## src/sv/gfalu_pkg.sv

```systemverilog
`default_nettype none
package gfalu_pkg;

  localparam int ELEM_W = 131;
  localparam int DEG_W  = 8;

  localparam logic [1:0] FUNC_ADD = 2'd0;
  localparam logic [1:0] FUNC_MUL = 2'd1;
  localparam logic [1:0] FUNC_SQR = 2'd2;
  localparam logic [1:0] FUNC_INV = 2'd3;

  // Low terms of the reduction polynomial: x^13 + x^2 + x + 1.
  localparam logic [ELEM_W-1:0] RED_LOW = ELEM_W'(14'h2007);
  // Full polynomial f with its x^131 term.
  localparam logic [ELEM_W:0]   POLY    = {1'b1, RED_LOW};

  typedef logic [ELEM_W-1:0] elem_t;
  typedef logic [ELEM_W:0]   wide_t;
  typedef logic [DEG_W-1:0]  deg_t;

  // Multiply by x and reduce mod f.
  function automatic elem_t dbl_mod(elem_t t);
    elem_t s;
    s = {t[ELEM_W-2:0], 1'b0};
    if (t[ELEM_W-1]) begin
      s = s ^ RED_LOW;
    end
    return s;
  endfunction

  // Divide by x mod f: add f first when the constant term is set.
  function automatic elem_t half_mod(elem_t g);
    wide_t w;
    w = {1'b0, g};
    if (g[0]) begin
      w = w ^ POLY;
    end
    return w[ELEM_W:1];
  endfunction

endpackage
`default_nettype wire

```

## src/sv/gf2_131_field_alu_unit.sv

```systemverilog
`default_nettype none
// GF(2^131) arithmetic unit over f = x^131 + x^13 + x^2 + x + 1. One request carries
// an operation code and two reduced operands split into 64, 64 and 3 bit words; it
// yields one reduced element and a div_zero flag that is set only when the inverse
// of zero is asked for, in which case the result is zero. The block works on one
// request at a time and stalls its input while busy, but a finished result waits in
// an output register, so the next request can be taken before that result is read.
// Multiply and square run 131 shift-and-add steps of one shared doubling unit, one
// coefficient of a per cycle, plus entry and exit. Inverse runs the right-shift
// binary Euclidean algorithm, one divide-by-x, degree update or add per cycle,
// plus entry and exit. A result that is done while the output register is still
// full waits in place until the register is read.
module gf2_131_field_alu_unit
  import gfalu_pkg::*;
(
  input  wire logic        clk,
  input  wire logic        rst,
  input  wire logic        in_valid,
  output logic             in_stall,
  input  wire logic [1:0]  func,
  input  wire logic [63:0] a_word0,
  input  wire logic [63:0] a_word1,
  input  wire logic [2:0]  a_word2,
  input  wire logic [63:0] b_word0,
  input  wire logic [63:0] b_word1,
  input  wire logic [2:0]  b_word2,
  output logic             out_valid,
  input  wire logic        out_stall,
  output logic [63:0]      r_word0,
  output logic [63:0]      r_word1,
  output logic [2:0]       r_word2,
  output logic             div_zero
);

  localparam logic [1:0] ST_IDLE = 2'd0;
  localparam logic [1:0] ST_MUL  = 2'd1;
  localparam logic [1:0] ST_INV  = 2'd2;
  localparam logic [1:0] ST_DONE = 2'd3;

  localparam deg_t LAST_STEP = deg_t'(ELEM_W - 1);
  localparam deg_t DEG_A0    = deg_t'(ELEM_W - 1);
  localparam deg_t DEG_F     = deg_t'(ELEM_W);

  // During a multiply, u shifts the coefficients of a out at bit 0, g1 is the
  // accumulator and g2 the running b * x^i, or a * x^i for a square. During an
  // inverse the same registers hold the Euclidean pair (u, v) and their cofactors
  // (g1, g2), with g1*a = u and g2*a = v mod f. du and dv bound the degrees of u, v.
  logic [1:0] state, state_next;
  wide_t      u, u_next;
  wide_t      v, v_next;
  elem_t      g1, g1_next;
  elem_t      g2, g2_next;
  deg_t       du, du_next;
  deg_t       dv, dv_next;
  deg_t       cnt, cnt_next;
  logic       dz, dz_next;

  elem_t      r;
  logic       out_free;
  logic       in_take;
  elem_t      a_in, b_in;

  assign a_in     = {a_word2, a_word1, a_word0};
  assign b_in     = {b_word2, b_word1, b_word0};
  assign in_stall = (state != ST_IDLE);
  assign in_take  = in_valid && !in_stall;
  assign out_free = !out_valid || !out_stall;

  always_comb begin
    state_next = state;
    u_next     = u;
    v_next     = v;
    g1_next    = g1;
    g2_next    = g2;
    du_next    = du;
    dv_next    = dv;
    cnt_next   = cnt;
    dz_next    = dz;
    unique case (state)
      ST_IDLE: begin
        if (in_take) begin
          dz_next  = 1'b0;
          cnt_next = '0;
          unique case (func)
            FUNC_ADD: begin
              g1_next    = a_in ^ b_in;
              state_next = ST_DONE;
            end
            FUNC_MUL, FUNC_SQR: begin
              u_next     = {1'b0, a_in};
              g1_next    = '0;
              g2_next    = (func == FUNC_MUL) ? b_in : a_in;
              state_next = ST_MUL;
            end
            default: begin
              if (a_in == '0) begin
                g1_next    = '0;
                dz_next    = 1'b1;
                state_next = ST_DONE;
              end else begin
                u_next     = {1'b0, a_in};
                v_next     = POLY;
                g1_next    = ELEM_W'(1);
                g2_next    = '0;
                du_next    = DEG_A0;
                dv_next    = DEG_F;
                state_next = ST_INV;
              end
            end
          endcase
        end
      end
      ST_MUL: begin
        if (u[0]) begin
          g1_next = g1 ^ g2;
        end
        g2_next  = dbl_mod(g2);
        u_next   = u >> 1;
        cnt_next = cnt + 1'b1;
        if (cnt == LAST_STEP) begin
          state_next = ST_DONE;
        end
      end
      ST_INV: begin
        priority if (u == wide_t'(1)) begin
          state_next = ST_DONE;
        end else if (v == wide_t'(1)) begin
          g1_next    = g2;
          state_next = ST_DONE;
        end else if (!u[0]) begin
          u_next  = u >> 1;
          g1_next = half_mod(g1);
          du_next = du - 1'b1;
        end else if (!v[0]) begin
          v_next  = v >> 1;
          g2_next = half_mod(g2);
          dv_next = dv - 1'b1;
        end else if (!u[du]) begin
          du_next = du - 1'b1;
        end else if (!v[dv]) begin
          dv_next = dv - 1'b1;
        end else if (du > dv) begin
          // Degrees are exact here, so u keeps its degree.
          u_next  = u ^ v;
          g1_next = g1 ^ g2;
        end else begin
          v_next  = v ^ u;
          g2_next = g2 ^ g1;
        end
      end
      default: begin
        if (out_free) begin
          state_next = ST_IDLE;
        end
      end
    endcase
  end

  always_ff @(posedge clk) begin
    if (rst) begin
      state     <= ST_IDLE;
      out_valid <= 1'b0;
    end else begin
      state <= state_next;
      if (state == ST_DONE && out_free) begin
        out_valid <= 1'b1;
      end else if (!out_stall) begin
        out_valid <= 1'b0;
      end
    end
  end

  always_ff @(posedge clk) begin
    u   <= u_next;
    v   <= v_next;
    g1  <= g1_next;
    g2  <= g2_next;
    du  <= du_next;
    dv  <= dv_next;
    cnt <= cnt_next;
    dz  <= dz_next;
    if (state == ST_DONE && out_free) begin
      r        <= g1;
      div_zero <= dz;
    end
  end

  assign r_word0 = r[63:0];
  assign r_word1 = r[127:64];
  assign r_word2 = r[ELEM_W-1:128];

endmodule
`default_nettype wire
```

## config.mk

```make
export PLATFORM = sky130hd
export DESIGN_NAME = gf2_131_field_alu_unit
export DESIGN_NICKNAME = d
export VERILOG_FILES = /design/src/sv/gfalu_pkg.sv /design/src/sv/gf2_131_field_alu_unit.sv
export SDC_FILE = /design/constraint.sdc
export NUM_CORES = 2
export LEC_CHECK = 0
export BUFFER_PORTS_ARGS = -buffer_cell sky130_fd_sc_hd__buf_2
export CORE_AREA = 8 8 329 331
export DETAILED_ROUTE_END_ITERATION = 10
export DIE_AREA = 0 0 337 339
export PLACE_DENSITY_LB_ADDON = 0.25
export SYNTH_ARGS = -nofsm -noshare
export SYNTH_HDL_FRONTEND = slang
export SYNTH_SLANG_ARGS = --single-unit
export TNS_END_PERCENT = 1
```

## constraint.sdc

```tcl
create_clock -name clk -period 21.2 [get_ports clk]
set_input_delay 3.18 -clock clk [delete_from_list [all_inputs] [get_ports clk]]
set_output_delay 3.18 -clock clk [all_outputs]
set_load 0.1 [all_outputs]
```

==> impl_metrics.toml <==
[pwr]
p_leak_nw = 15.3
ir_drop_uv = 113
pwr_density_cell_nw_per_um2 = 156
power_mw = 7.25

[die]
die_area_um2 = 114000
ios = 402
floorplan.rows = 118
core_area_um2 = 103000
initial_core_util_pct = 39.6
fp.dieW_um = 337
die_h_um = 339

[sta]
finalSetupViolCount = 0
finalHoldViolations = 0
worst_pin_slew_ns = 1.26
rsz0062_at_grt = "false"
finalSetupTns_ns = 0
finClkSkew_ns = 0.0312
drv_slew = 0
period_share_pct = 31.2
worst_slack_ns = 14.58
fmax_ghz = 0.151
fin_crit_ns = 6.62
slew_headroom_pct = 16.0

[detailed_routing]
dr.pass1.iters = 7
vias_per_cell = 6.62
drt-wirelength-per-cell_um = 33.7
vias = 35749
drc_errors = 0
drt_iter0_markers = 5785
finalWirelength_mm = 182
ant_nets = 0

[outcome]
status = "completed"

[clocking]
cts_tree = "done"
clock-sinks = 686
cts-buffers-inserted = 84
clkTransAtPathRegs_ns = 0.06
ctsResizeCount = 0
postCtsSetupBuffers = 0
clk_latency_ns = 0.67
cts.htree.levels = 3
cts-root-buf = "clkbuf_16"
cts.path.max_buffers = 3
cts.hold.buffers_added = 0

[final_layout]
drive_gt1_share_pct = 18.9
finalNetCount = 4221
area_growth_pct = 13.8
design_area_um2 = 46300

[placed_design]
pre_cts_ws_ns = 14.39
dp_hpwl_mm = 129
port_buffers = 401
placed_area_um2 = 43700
gp_congestion = 1.03

[min_path]
hold_path.class = "flip-flop to flip-flop"
hp-start = "g1[123]$_DFFE_PP_"
whs_path_depth = 0
hold_path_end = "r[123]$_DFFE_PP_"

[global_routing]
grt_max_degree = 147
grt_pass1_vias = 33159
grt_antenna_before_repair = 55
gr-usage-all-layers_pct = 30.4
grt_overflow = 0
grt_pass1_wl_mm = 256

[critical_path]
reg2reg_setup_slack_ns = 14.58
cp.required_ns = 21.57
reg2reg_from = "v[36]$_SDFFCE_PN0P_"
arrival_ns = 6.98
regToRegEndpoint = "g1[68]$_DFFE_PP_"
cpMaxStageDelayCell = "nor4_1"
start_kind = "flip-flop"
r2r_cells = 11
end_kind = "flip-flop"
cp_top_family = "simple AND/OR/NAND/NOR gates"
worstSetupPathType = "flip-flop to flip-flop"
path_buf_inv = 3
crit_top_cell = "buf_4"
cp_cell_sequence = "nor4_1 > nand4_1 > nor3_1 > nand4_1 > buf_4 > a31oi_4 > buf_4 > buf_4 > nor2_1 > a221oi_1 > o22ai_1"
crit_fanout = 72
critPathMaxStageDelay_ns = 0.96

[synthesis]
syn_nets = 3979
synth_cell_type_count = 67
synth_ff_type = "edfxtp_1"
ys_async_sr_fraction_pct = 0
synthesis.area_um2 = 40700
ys_seq_elements = 686
yosysSeqAreaShare_pct = 50.5
netlist_instances = 3689
yosysWarnings = 0
synth_edf_count = 683
avgSynthCellArea_um2 = 11.0

[flow_run]
cap_violations = 0
state kept, by name (all words and copies together) (netlist names):
register and count:
g2 131, dv 8, g1 131, cnt 8, u 132, r 131
out_valid 1, dz 1, du 8, div_zero 1, v 132, state 2
area by class of cell:
class	count	area [µm²]
fill	9661	56600
sequential	686	20600
multi-input combinational	2667	18800
timing repair buffer	463	2480
clock buffer	103	2220
tap	1380	1730
clock inverter	51	333
inverter	29	116
antenna	24	60.1
Yosys cell counts, drive strengths merged (33+ instances only):
cell / count / area share, %
o31ai: 130 / 2.4
o21ai: 252 / 3.9
edfxtp: 683 / 50
a31oi: 33 / 0.51
clkbuf: 242 / 2.2
o22ai: 178 / 2.7
xor2: 104 / 2.2
xnor2: 313 / 6.7
nand2: 179 / 1.7
a21oi: 304 / 3.7
nor4: 103 / 1.6
buf: 65 / 1.2
nor2: 279 / 2.6
a22oi: 307 / 5.7
mux2i: 187 / 4.6
mux4: 48 / 2.7
report_power, final:
group          internal (mW)  total [mW]  switching, mW  leakage, nW
Combinational          0.945        2.74           1.79         7.36
Clock                  0.778        1.40          0.618         1.26
Sequential              2.27        3.12          0.852         6.64
Total                   3.99        7.25           3.26         15.3
worst register-to-register path, stage by stage (launching register included):
cell	delay (ns)
edfxtp_1	0.53
nor4_1	0.96
nand4_1	0.23
nor3_1	0.46
nand4_1	0.80
buf_4	0.65
a31oi_4	0.62
buf_4	0.60
buf_4	0.78
nor2_1	0.32
a221oi_1	0.25
o22ai_1	0.12
worst max path at each step:
stage               slack, ns  cells after the start                start                 to
global placement        14.43                     11          a_word1[32]  g2[124]$_DFFE_PP_
detailed placement      14.39                     11          a_word1[32]  g2[124]$_DFFE_PP_
finish                  14.58                     11  v[36]$_SDFFCE_PN0P_   g1[68]$_DFFE_PP_
global route            14.63                     11  v[36]$_SDFFCE_PN0P_   g1[66]$_DFFE_PP_
floorplan                3.02                      8              func[1]   u[100]$_DFFE_PP_
CTS                     14.96                     11  v[36]$_SDFFCE_PN0P_   g1[68]$_DFFE_PP_
routing by layer:
layer	global-route usage [%]	wire length [µm]	up-vias
li1	-	-	14928
met1	42.3	73400	17833
met2	41.9	74400	2547
met3	12.6	26700	401
met4	11.4	7370	40
met5	0	268	-
placed cells by master (no fill, tap or decap), drive strengths merged, types with 5 or more instances in the layout:
cell and count:
edfxtp 683, buf 463, xnor2 313, a22oi 307
a21oi 304, nor2 279, o21ai 252, mux2i 187
nand2 179, o22ai 178, o31ai 130, xor2 104
nor4 103, clkbuf 103, mux4 48, clkinv 45
a31oi 33, inv 32, nor3b 26, diode 24
nand4 24, nor3 22, ha 22, o22a 21
nand3 20, a221oi 19, and3 13, and2 12
mux2 9, a211oi 6, a2111oi 5, o311ai 5
nor2b 5
cell families (layout without fill, tap and decap cells):
kind of cell | after synthesis | after routing | share of synthesized area, %
fa+ha+maj | 22 | 22 | 0.676
buf+inv | 336 | 646 | 3.65
mux | 244 | 244 | 7.50
simple gates | 696 | 696 | 7.89
flops | 686 | 686 | 50.5
other cells | 0 | 24 | 0
xor+xnor | 417 | 417 | 8.97
compound gates | 1288 | 1288 | 20.8
stage by stage:
step / hold slack (ns) / std cells / util (%)
2_1_floorplan: 0.400 / 3689 / -
6_report: 0.503 / 5403 / 45.0
4_1_cts: 0.505 / 5379 / 45.0
5_1_grt: 0.517 / 5388 / 45.0
3_5_place_dp: 0.492 / 5225 / 42.5
3_3_place_gp: 0.488 / 5225 / 42.5
(Power assumes the default switching activity.)
